[src/rtl/ktable_pkg.sv]
// Shared definitions for the keyed table unit: operation and status codes,
// stream data widths and default parameter values. No dependencies.

package ktable_pkg;

	// Default sizing of the table.
	localparam int DEF_TABLE_DEPTH = 32;
	localparam int DEF_KEY_BITS    = 32;
	localparam int DEF_VALUE_BITS  = 32;

	// Fixed field widths on the stream ports.
	localparam int OP_W     = 3;
	localparam int KEY_IN_W = 32;
	localparam int VAL_IN_W = 32;
	localparam int STATUS_W = 2;
	localparam int VAL_OUT_W = 32;
	localparam int CNT_OUT_W = 6;

	// Packed request and response widths, rounded up to whole bytes.
	localparam int S_TDATA_W = 72;
	localparam int M_TDATA_W = 48;

	// Operation codes.
	localparam logic [OP_W-1:0] OP_INSERT = 3'd0;
	localparam logic [OP_W-1:0] OP_ERASE  = 3'd1;
	localparam logic [OP_W-1:0] OP_CLEAR  = 3'd2;
	localparam logic [OP_W-1:0] OP_LOOKUP = 3'd3;
	localparam logic [OP_W-1:0] OP_COUNT  = 3'd4;

	// Status codes.
	localparam logic [STATUS_W-1:0] ST_OK        = 2'd0;
	localparam logic [STATUS_W-1:0] ST_FULL      = 2'd1;
	localparam logic [STATUS_W-1:0] ST_DUPLICATE = 2'd2;
	localparam logic [STATUS_W-1:0] ST_NOT_FOUND = 2'd3;

endpackage

[src/rtl/ktable_ram.sv]
// Single-port-write, single-port-read synchronous memory holding the
// table entries. Read data is registered. No dependencies.

module ktable_ram #(
	parameter int DEPTH = 32,
	parameter int WIDTH = 64
) (
	input  logic                     clk,
	input  logic                     we,
	input  logic [$clog2(DEPTH)-1:0] waddr,
	input  logic [WIDTH-1:0]         wdata,
	input  logic                     re,
	input  logic [$clog2(DEPTH)-1:0] raddr,
	output logic [WIDTH-1:0]         rdata
);

	logic [WIDTH-1:0] mem [DEPTH];

	always_ff @(posedge clk) begin
		if (we) begin
			mem[waddr] <= wdata;
		end
	end

	always_ff @(posedge clk) begin
		if (re) begin
			rdata <= mem[raddr];
		end
	end

endmodule

[src/rtl/keyed_table_insert_erase_lookup_unit.sv]
// Top level of the keyed table unit: request decode, scan sequencer and
// response register. Depends on ktable_pkg and ktable_ram.

// Usage
// -----
// Requests arrive on the s_ stream; each request carries one operation
// (insert, erase, clear, lookup or count) with a key and a value. Exactly one
// response per request leaves on the m_ stream, in request order, carrying
// the status, found flag, looked-up value, match count and the occupancy of
// the table after the operation.
// The entries live in one synchronous memory of {key, value} words. Insert,
// erase, lookup and count walk the stored entries one per cycle through the
// single read port, so the occupancy n sets the time of a request: a scan
// that misses reads every entry, compares the last read data and then sees
// that nothing is left (on an empty table it ends without a read), a hit
// ends it early. A missed insert writes the appended entry as the scan ends;
// an erase that hits then fetches the last entry and writes it into the
// freed slot; clear, a full-table insert and an unused operation need no
// scan at all. Each request then passes through ST_DONE, which loads the
// output register. One request is in work at a time; s_tready is high
// whenever the sequencer is idle, even while an earlier response still
// waits in the output register. If the receiver stalls, the finished
// response waits until the output register is free and the next request is
// held off meanwhile.
// Reset empties the table at once (the occupancy is cleared; no pass over the
// memory is needed) and drops any pending response.

module keyed_table_insert_erase_lookup_unit #(
	parameter int TABLE_DEPTH = ktable_pkg::DEF_TABLE_DEPTH,
	parameter int KEY_BITS    = ktable_pkg::DEF_KEY_BITS,
	parameter int VALUE_BITS  = ktable_pkg::DEF_VALUE_BITS
) (
	input  logic                             clk,
	input  logic                             arst_n,
	input  logic                             s_tvalid,
	output logic                             s_tready,
	// s_tdata, from bit 0: op[2:0], key_in[31:0], value_in[31:0], zero fill
	input  logic [ktable_pkg::S_TDATA_W-1:0] s_tdata,
	output logic                             m_tvalid,
	input  logic                             m_tready,
	// m_tdata, from bit 0: status[1:0], found, value_out[31:0],
	// match_count[5:0], occupancy[5:0], zero fill
	output logic [ktable_pkg::M_TDATA_W-1:0] m_tdata
);

	localparam int AW = $clog2(TABLE_DEPTH);
	localparam int CW = $clog2(TABLE_DEPTH + 1);
	localparam int WW = KEY_BITS + VALUE_BITS;

	typedef enum logic [4:0] {
		ST_IDLE = 5'b00001,
		ST_SCAN = 5'b00010,
		ST_LAST = 5'b00100,
		ST_MOVE = 5'b01000,
		ST_DONE = 5'b10000
	} state_t;

	state_t state_q;

	// Latched request.
	logic [ktable_pkg::OP_W-1:0] op_q;
	logic [KEY_BITS-1:0]         key_q;
	logic [VALUE_BITS-1:0]       val_q;

	// Table occupancy and scan bookkeeping.
	logic [CW-1:0] count_q;
	logic [CW-1:0] rd_idx_q;
	logic          v_s1;
	logic [AW-1:0] idx_s1;
	logic [AW-1:0] slot_q;
	logic [CW-1:0] mcnt_q;

	// Result under construction.
	logic [ktable_pkg::STATUS_W-1:0] res_status_q;
	logic                            res_found_q;
	logic [VALUE_BITS-1:0]           res_value_q;

	logic                             m_tvalid_q;
	logic [ktable_pkg::M_TDATA_W-1:0] m_tdata_q;

	// Memory port signals.
	logic          ram_we;
	logic [AW-1:0] ram_waddr;
	logic [WW-1:0] ram_wdata;
	logic          ram_re;
	logic [AW-1:0] ram_raddr;
	logic [WW-1:0] ram_rdata;

	// Request field extraction and reduction to the stored widths.
	logic [ktable_pkg::OP_W-1:0] req_op;
	logic [63:0]                 req_key64;
	logic [63:0]                 req_val64;

	assign req_op    = s_tdata[2:0];
	assign req_key64 = 64'(s_tdata[34:3]);
	assign req_val64 = 64'(s_tdata[66:35]);

	logic [KEY_BITS-1:0]   rd_key;
	logic [VALUE_BITS-1:0] rd_val;
	logic [CW-1:0]         last_idx;
	logic                  issue;
	logic                  key_hit;
	logic                  val_hit;
	logic                  scan_end;
	logic                  out_free;

	assign rd_key   = ram_rdata[WW-1:VALUE_BITS];
	assign rd_val   = ram_rdata[VALUE_BITS-1:0];
	assign last_idx = count_q - 1'b1;
	assign issue    = (state_q == ST_SCAN) && (rd_idx_q < count_q);
	assign key_hit  = v_s1 && (rd_key == key_q);
	assign val_hit  = v_s1 && (rd_val == val_q);
	// Nothing in flight and nothing left to read: every entry has been seen.
	assign scan_end = !v_s1 && !issue;
	assign out_free = !m_tvalid_q || m_tready;

	assign s_tready = (state_q == ST_IDLE);
	assign m_tvalid = m_tvalid_q;
	assign m_tdata  = m_tdata_q;

	// Memory access control.
	always_comb begin
		ram_re    = 1'b0;
		ram_raddr = rd_idx_q[AW-1:0];
		ram_we    = 1'b0;
		ram_waddr = count_q[AW-1:0];
		ram_wdata = {key_q, val_q};
		unique case (state_q)
			ST_SCAN: begin
				ram_re = issue;
				// A missed insert appends at the end as the scan finishes.
				if (op_q == ktable_pkg::OP_INSERT && scan_end) begin
					ram_we = 1'b1;
				end
			end
			ST_LAST: begin
				ram_re    = 1'b1;
				ram_raddr = last_idx[AW-1:0];
			end
			ST_MOVE: begin
				// The last entry moves into the freed slot.
				ram_we    = 1'b1;
				ram_waddr = slot_q;
				ram_wdata = ram_rdata;
			end
			ST_IDLE, ST_DONE: begin
			end
		endcase
	end

	ktable_ram #(
		.DEPTH(TABLE_DEPTH),
		.WIDTH(WW)
	) u_ram (
		.clk  (clk),
		.we   (ram_we),
		.waddr(ram_waddr),
		.wdata(ram_wdata),
		.re   (ram_re),
		.raddr(ram_raddr),
		.rdata(ram_rdata)
	);

	// Result fields widened, then cut to the response widths.
	logic [63:0] res_val64;
	logic [15:0] mcnt16;
	logic [15:0] occ16;

	assign res_val64 = 64'(res_value_q);
	assign mcnt16    = 16'(mcnt_q);
	assign occ16     = 16'(count_q);

	// Sequencer.
	always_ff @(posedge clk or negedge arst_n) begin
		if (!arst_n) begin
			state_q      <= ST_IDLE;
			count_q      <= '0;
			rd_idx_q     <= '0;
			v_s1         <= 1'b0;
			m_tvalid_q   <= 1'b0;
			op_q         <= '0;
			key_q        <= '0;
			val_q        <= '0;
			idx_s1       <= '0;
			slot_q       <= '0;
			mcnt_q       <= '0;
			res_status_q <= ktable_pkg::ST_OK;
			res_found_q  <= 1'b0;
			res_value_q  <= '0;
			m_tdata_q    <= '0;
		end else begin
			// The output register is loaded when free, otherwise emptied on a handshake.
			if (state_q == ST_DONE && out_free) begin
				m_tvalid_q <= 1'b1;
			end else if (m_tready) begin
				m_tvalid_q <= 1'b0;
			end
			unique case (state_q)
				ST_IDLE: begin
					if (s_tvalid) begin
						op_q         <= req_op;
						key_q        <= req_key64[KEY_BITS-1:0];
						val_q        <= req_val64[VALUE_BITS-1:0];
						rd_idx_q     <= '0;
						v_s1         <= 1'b0;
						mcnt_q       <= '0;
						res_status_q <= ktable_pkg::ST_OK;
						res_found_q  <= 1'b0;
						res_value_q  <= '0;
						priority case (req_op)
							ktable_pkg::OP_INSERT: begin
								// Fullness is decided before any duplicate search.
								if (count_q >= CW'(TABLE_DEPTH)) begin
									res_status_q <= ktable_pkg::ST_FULL;
									state_q      <= ST_DONE;
								end else begin
									state_q <= ST_SCAN;
								end
							end
							ktable_pkg::OP_ERASE, ktable_pkg::OP_LOOKUP,
							ktable_pkg::OP_COUNT: begin
								state_q <= ST_SCAN;
							end
							ktable_pkg::OP_CLEAR: begin
								count_q <= '0;
								state_q <= ST_DONE;
							end
							default: begin
								state_q <= ST_DONE;
							end
						endcase
					end
				end
				ST_SCAN: begin
					v_s1   <= issue;
					idx_s1 <= rd_idx_q[AW-1:0];
					if (issue) begin
						rd_idx_q <= rd_idx_q + 1'b1;
					end
					if (op_q == ktable_pkg::OP_COUNT) begin
						if (val_hit) begin
							mcnt_q <= mcnt_q + 1'b1;
						end
						if (scan_end) begin
							state_q <= ST_DONE;
						end
					end else if (key_hit) begin
						priority case (op_q)
							ktable_pkg::OP_INSERT: begin
								res_status_q <= ktable_pkg::ST_DUPLICATE;
								state_q      <= ST_DONE;
							end
							ktable_pkg::OP_ERASE: begin
								res_found_q <= 1'b1;
								slot_q      <= idx_s1;
								state_q     <= ST_LAST;
							end
							default: begin
								res_found_q <= 1'b1;
								res_value_q <= rd_val;
								state_q     <= ST_DONE;
							end
						endcase
					end else if (scan_end) begin
						if (op_q == ktable_pkg::OP_INSERT) begin
							count_q <= count_q + 1'b1;
						end else begin
							res_status_q <= ktable_pkg::ST_NOT_FOUND;
						end
						state_q <= ST_DONE;
					end
				end
				ST_LAST: begin
					state_q <= ST_MOVE;
				end
				ST_MOVE: begin
					count_q <= last_idx;
					state_q <= ST_DONE;
				end
				ST_DONE: begin
					if (out_free) begin
						m_tdata_q  <= {1'b0, occ16[5:0], mcnt16[5:0], res_val64[31:0],
							res_found_q, res_status_q};
						state_q    <= ST_IDLE;
					end
				end
			endcase
		end
	end

	// The occupancy never exceeds the capacity.
	a_count_range: assert property (@(posedge clk) disable iff (!arst_n)
		count_q <= CW'(TABLE_DEPTH))
		else $error("occupancy beyond table depth");

	// The occupancy moves by one entry at a time, or drops to zero on clear.
	a_count_step: assert property (@(posedge clk) disable iff (!arst_n)
		count_q != $past(count_q) |->
		(count_q == $past(count_q) + 1'b1 || count_q == $past(count_q) - 1'b1
		|| count_q == '0))
		else $error("occupancy changed by more than one entry");

	// Reads only touch valid entries.
	a_read_valid: assert property (@(posedge clk) disable iff (!arst_n)
		ram_re |-> CW'(ram_raddr) < count_q)
		else $error("read of an entry beyond the occupancy");

	// An erase move always follows the fetch of the last entry.
	a_move_after_last: assert property (@(posedge clk) disable iff (!arst_n)
		state_q == ST_LAST |=> state_q == ST_MOVE && ram_we)
		else $error("erase move not issued after fetching the last entry");

	// A result is only loaded when the output register is free.
	a_no_overwrite: assert property (@(posedge clk) disable iff (!arst_n)
		m_tvalid_q && !m_tready && state_q == ST_DONE |=> state_q == ST_DONE)
		else $error("pending response overwritten");

endmodule
[config.mk]
export PLATFORM = sky130hd
export DESIGN_NAME = keyed_table_insert_erase_lookup_unit
export DESIGN_NICKNAME = d
export VERILOG_FILES = /design/src/rtl/ktable_pkg.sv /design/src/rtl/ktable_ram.sv /design/src/rtl/keyed_table_insert_erase_lookup_unit.sv
export SDC_FILE = /design/constraint.sdc
export NUM_CORES = 2
export LEC_CHECK = 0
export BUFFER_PORTS_ARGS = -buffer_cell sky130_fd_sc_hd__buf_2
export CAP_MARGIN = 20
export CORE_ASPECT_RATIO = 0.75
export CORE_MARGIN = 2
export CORE_UTILIZATION = 65
export DETAILED_ROUTE_END_ITERATION = 10
export GPL_ROUTABILITY_DRIVEN = 1
export PLACE_DENSITY = 0.82
export SLEW_MARGIN = 20
export SYNTH_ARGS = -nofsm -noshare
export SYNTH_HDL_FRONTEND = slang
export SYNTH_SLANG_ARGS = --single-unit
[constraint.sdc]
create_clock -name clk -period 12.3 [get_ports clk]
set_input_delay 0.615 -clock clk [delete_from_list [all_inputs] [get_ports clk]]
set_output_delay 0.615 -clock clk [all_outputs]
set_load 0.02 [all_outputs]
## After elaboration in Yosys (flattened, before gate mapping)

Memory sizes are Yosys's and may differ from the RTL's. A register that Yosys moved wholly into a read port is not among the register bits.
Index checks and enable logic that the tools add are counted.

- Equality and inequality tests: 29
- Magnitude comparators: 2
- Add/sub/neg operators: 4
- Muxes and demuxes: 52
- Bitwise operators: 1
- Reduce and logical (&&, ||, !) cells: 28

Operators with widths:

| cell | count |
|---|---|
| 32-bit two-way mux | 4 |
| 32-bit equality test | 2 |
| 64-bit two-way mux | 1 |
| 32-bit one-hot mux with 2 select lines | 1 |
| 6-bit two-way mux | 10 |
| 5-bit two-way mux | 9 |
| 5-bit one-hot mux with 5 select lines | 1 |
| 6-bit one-hot mux with 2 select lines | 2 |
| 2-bit != test (second input constant) | 10 |
| 6-bit by 1-bit adder with 6-bit output (second input constant) | 3 |
| 6-bit one-hot mux with 3 select lines | 1 |
| 2-bit two-way mux | 6 |
| 1-bit two-way mux | 11 |
| 5-bit one-hot mux with 2 select lines | 1 |
| 5-bit AND reduction | 2 |
| 1-bit one-hot mux with 2 select lines | 4 |
| 2-bit AND reduction | 4 |
| 4-bit AND reduction | 2 |
| 7-bit AND reduction | 1 |
| 3-bit by 1-bit equality test with 1-bit output (second input constant) | 2 |
| 3-bit by 2-bit equality test with 1-bit output (second input constant) | 2 |
| 3-bit equality test (second input constant) | 2 |
| 6-bit >= comparator (second input constant) | 1 |
| 1-bit logical AND | 6 |
| other kinds (21) | 28 |

- Register bits: 184
- Bits of input ports: 76
- Output and inout port bits: 50
- Memories: 1
- Logic and storage cells: 132
- RAM bits: 2,048

Memory list:

| name | words | width | rd ports | clocked after memory_dff | wr ports | line | text |
|---|---|---|---|---|---|---|---|
| u_ram.mem | 32 | 64 | 1 | 1 | 1 | ktable_ram.sv:17 | `logic [WIDTH-1:0] mem [DEPTH];` |

## Longest topological paths before layout

- Depth in word-level cells: 9
- Depth in mapped cells: 13
- Gate-level depth less buffers: 9

## Hierarchy

Synthesis repeated with hierarchy kept, for this count alone.

- Cells, all modules: 4,143
- Area total of the unflattened synthesis: 88,901.5 sq um

Modules (own cells, without submodules):

| module | times used | area each (sq um) | cells each |
|---|---|---|---|
| ktable_ram | 1 | 79,605.1 | 3,096 |
| keyed_table_insert_erase_lookup_unit | 1 | 9,296.4 | 1,047 |

## Worst setup path before layout

OpenSTA, ideal clock, no wires.

- Kind: register to register
- Start: reg count_q[3]
- End: mem u_ram.mem[0][0] (enable)
- Slack: 6.750 ns
- Buffers on the path: 0
- Library setup time: 0.487 ns
- Cell stages (with the launch flop): 10
- Data arrival time: 5.063 ns
- Data required time: 11.813 ns
- Cells stage by stage: dfrtp_1 inv_1 ha_1 a21o_1 a21oi_1 o221ai_1 a41oi_2 a21oi_1 nand2_1 nor2_1

- Cells in the longest elaborated chain, start to end: 9
- Elaborated cells between the ends (all ways): 10
- Classes of those cells: 1 x order compare; 5 x mux; 4 x reduce/logical

RTL lines:

| element | line | text |
|---|---|---|
| from (decl) | keyed_table_insert_erase_lookup_unit.sv:66 | `logic [CW-1:0] count_q;` |
| from (signal assigned) | keyed_table_insert_erase_lookup_unit.sv:266 | `count_q <= count_q + 1'b1;` |
| from (signal assigned) | keyed_table_insert_erase_lookup_unit.sv:277 | `count_q <= last_idx;` |
| 6-bit < comparator | keyed_table_insert_erase_lookup_unit.sv:110 | `assign issue = (state_q == ST_SCAN) && (rd_idx_q < count_q);` |
| 1-bit logical AND | keyed_table_insert_erase_lookup_unit.sv:110 |  |
| 1-bit zero test | keyed_table_insert_erase_lookup_unit.sv:114 | `assign scan_end = !v_s1 && !issue;` |
| 1-bit logical AND | keyed_table_insert_erase_lookup_unit.sv:114 |  |
| 1-bit logical AND | keyed_table_insert_erase_lookup_unit.sv:132 | `if (op_q == ktable_pkg::OP_INSERT && scan_end) begin` |
| 1-bit two-way mux | keyed_table_insert_erase_lookup_unit.sv:132 |  |
| 1-bit one-hot mux with 2 select lines | keyed_table_insert_erase_lookup_unit.sv:128 | `unique case (state_q)` |
| 1-bit two-way mux | ktable_ram.sv:20 | `if (we) begin` |
| 1-bit two-way mux (not written as such) | ktable_ram.sv:21 | `mem[waddr] <= wdata;` |
| to (decl) | ktable_ram.sv:17 |  |

Several ways; a longest one is shown, not always the timed one.

## Worst setup path after layout

- Start: reg count_q[0]
- End: reg u_ram.rdata[22] (read register of u_ram.mem), data pin

- Cells in the longest elaborated chain, start to end: 3
- Elaborated cells between the ends (all ways): 5
- Classes of those cells: 1 x add/sub; 1 x order compare; 2 x mux; 1 x reduce/logical

RTL lines:

| element | line | text |
|---|---|---|
| 6-bit < comparator | keyed_table_insert_erase_lookup_unit.sv:110 |  |
| 1-bit logical AND | keyed_table_insert_erase_lookup_unit.sv:110 |  |
| 1-bit one-hot mux with 2 select lines | keyed_table_insert_erase_lookup_unit.sv:128 |  |
| to (decl) | ktable_ram.sv:14 | `output logic [WIDTH-1:0] rdata` |

Several ways; a longest one is shown, not always the timed one.
A chain may end at the register's enable or synchronous reset.

==> flow_summary.yaml <==
detailed_routing:
  drc: 0
  routed_wl_um: 262000
  wl_per_cell_um: 31.1
  drt_iter0_markers: 12200
  via_per_inst: 6.96
  ant_nets: 0
  vias: 58600
  first_pass_iters: 9
sta:
  fmax_mhz: 159
  fin_crit_ns: 6.28
  worstMarginPinSlew_ns: 1.33
  setup_viol: 0
  drv_slew: 0
  rsz0062_at_grt: "false"
  tns_ns: 0
  max_slew_margin_pct: 11.4
  fin_crit_sh_pct: 51.1
  finClkSkew_ns: 0.0346
  hold_viol: 0
floorplanning:
  ios: 126
  dieArea_um2: 141000
  fp.dieH_um: 326
  die_w_um: 434
  core_um2: 138000
  row_count: 118
  start_util_pct: 65.3
setup_path:
  worst_ep_arrival_time_ns: 6.83
  start_kind: "flip-flop"
  crit_fanout: 100
  end_kind: "flip-flop"
  required_ns: 12.84
  critPathKind: "flip-flop to flip-flop"
global_route:
  grtUsageTotal_pct: 36.6
  grt-ovfl-total: 0
  gr-usage-met1_pct: 51.5
  grt-busiest-layer: "met2"
  grtUsageMet2_pct: 52.6
  grt_pass1_vias: 55800
  grtUsageMet3_pct: 13.3
  grt_pass1_wl_um: 372000
  antenna_found_initial: 8
  grt_max_degree: 153
outcome:
  outcome: "finished, final reports clean"
layout:
  fillers: 8093
  area_delta_synth_final_pct: 10.5
  drive_above_1_share_pct: 10.1
  fin_nets: 6465
  multi_input_area_um2: 20600
  seqCellArea_um2: 68000
yosys:
  yosysUniqueCellTypes: 74
  yosys_most_used_dff: "edfxtp_1"
  synthArstFlopShare_pct: 8.01
  syn_area_um2: 90000
  synth_nets: 6332
  synth_cells: 6247
  yosys.area.top_type_share_pct: 70.5
  ys_ff_latch: 2296
  seq_area_frac_synth_pct: 75.6
  yosys.area.top_type: "edfxtp_1"
  yosys_warnings: 0
  syn-mean-instance-area_um2: 14.4
  synth_edf_count: 2112
  synth.area.top_cells: "edfxtp_1 (70%), nand2_1 (6.7%), dfrtp_1 (5.1%)"
min_path:
  hold_class: "input port to flip-flop"
clock_tree:
  clockBufferDepth: 3
  post_cts_buffers: 0
  clkLatencyLatePin_ns: 0.86
  htreeDepth: 4
  clock_sinks: 2296
  clkTransAtPathRegs_ns: 0.07
  hold_buffers: 52
  cts_resized: 0
  numCtsBuffers: 202
  cts_tree: "yes"
  cts.root.buffer_cell: "clkbuf_16"
run:
  drv_cap: 0
power:
  total_power_w: 0.0233
  p_leak_nw: 35.1
  powerDensity_nw_per_um2: 234
  ir_drop_v: 0.000252
place:
  hpwlAfterDp_um: 132000
  io_buffers: 119
  gp_congestion: 0.850
==> logic make-up after synthesis <==
logic type | count (synthesis) | share of synthesized area, %
compound gates | 846 | 5.58
buf+inv | 388 | 2.04
xor+xnor | 77 | 0.750
flops | 2296 | 75.6
simple gates | 2127 | 10.0
fa+ha+maj | 9 | 0.125
mux | 503 | 5.88
other cells | 1 | 0.00417
==> state kept, by name, summed over array words and instances, names as in the netlist <==
name	cells
m_tvalid	1
key_q	32
count_q	6
u_ram.rdata	64
op_q	3
res_value_q	32
m_tdata	47
slot_q	5
rd_idx_q	6
u_ram.mem	2048
res_status_q	2
v_s1	1
state_q	5
res_found_q	1
idx_s1	5
mcnt_q	6
val_q	32
==> metrics by stage <==
step           cell area (um2)  hold WS [ns]  utilization (%)  std cells  worst slack (ns)
6_report                 99400        0.0213             72.2       8418              6.02
5_1_grt                  99400        0.0245             72.2       8410              5.89
4_1_cts                  99400      0.000570             72.2       8408              6.28
3_5_place_dp             92600         0.464             67.2       7982              6.19
3_3_place_gp             92500         0.456             67.2       7979              6.44
2_1_floorplan            90000         0.319                -       6247              6.75
==> worst max-delay path: stages, from the launching register on <==
cell	delay, ns
dfrtp_1	0.70
clkinv_1	0.46
ha_1	0.58
or3_1	0.54
nand2_8	0.67
buf_4	0.75
buf_4	0.88
mux4_2	0.43
a2111oi_0	0.68
a211oi_1	0.14
==> cell usage in the layout, fill, tap and decap left out, drive strengths merged, types with 23 or more instances in the layout <==
cell type / instances
a31oi: 77
mux2i: 428
inv: 23
nand3: 140
nor4: 241
xnor2: 27
clkbuf: 287
nor2: 68
buf: 245
o21ai: 67
a32oi: 69
dfrtp: 183
a21oi: 387
nand2: 1612
mux2: 61
edfxtp: 2112
clkinv: 76
o22ai: 188
xor2: 50
dlygate4sd3: 52
==> layout make-up <==
| type | instances | area share [%] |
|---|---|---|
| flip-flops and latches | 2296 | 68.4 |
| repair buffers | 297 | 2.20 |
| multi-input cells | 3563 | 20.7 |
| inverters | 20 | 0.0755 |
| clock buffers | 287 | 5.69 |
| diodes | 8 | 0.0201 |
| well taps | 1860 | 2.34 |
| clock inverters | 87 | 0.589 |
==> Yosys cell counts (6+ instances only) <==
cell type	n
mux2i_1	428
buf_4	18
nor4_1	240
dfrtp_1	183
a22oi_1	8
buf_2	99
a21o_1	6
mux4_2	14
o21ai_0	65
a21oi_1	386
nand2b_1	6
ha_1	9
xor2_1	50
a2111oi_0	7
mux2_2	61
nor3_1	11
nand4_1	11
nand2_1	1610
xnor2_1	27
a32oi_1	69
clkbuf_1	202
or3_1	9
o22ai_1	188
edfxtp_1	2112
buf_6	25
a211oi_1	11
nand3_1	140
buf_1	22
nor2_1	67
inv_1	18
and3_1	6
a31oi_1	77
==> final timing paths <==
| path | endpoint | depth (start not counted) | slack (ns) | start |
|---|---|---|---|---|
| max | u_ram.rdata[22] | 9 | 6.02 | count_q[0] |
| min | key_q[22] | 3 | 0.02 | s_tdata[25] |
| max reg2reg | u_ram.rdata[22] | 9 | 6.02 | count_q[0] |
| min reg2reg | count_q[5] | 1 | 0.47 | count_q[5] |
| max in group asynchronous | key_q[0] | 3 | 10.19 | arst_n |
| min in group asynchronous | m_tdata[45] | 2 | 0.49 | arst_n |
==> report_power, final <==
part	leakage (nW)	internal, W	total [W]	switching, W
sequential	21.6	0.00993	0.0104	0.000453
combinational	10.5	0.00178	0.00683	0.00505
clock	3.06	0.00330	0.00609	0.00279
total	35.1	0.0150	0.0233	0.00829
==> layer usage <==
layer  vias up  routed length (um)
met5         -                  89
met4        12               11800
met3       923               47400
met2      5795              113000
met1     28300               89100
li1      23600                   -
(Power assumes the default switching activity.)
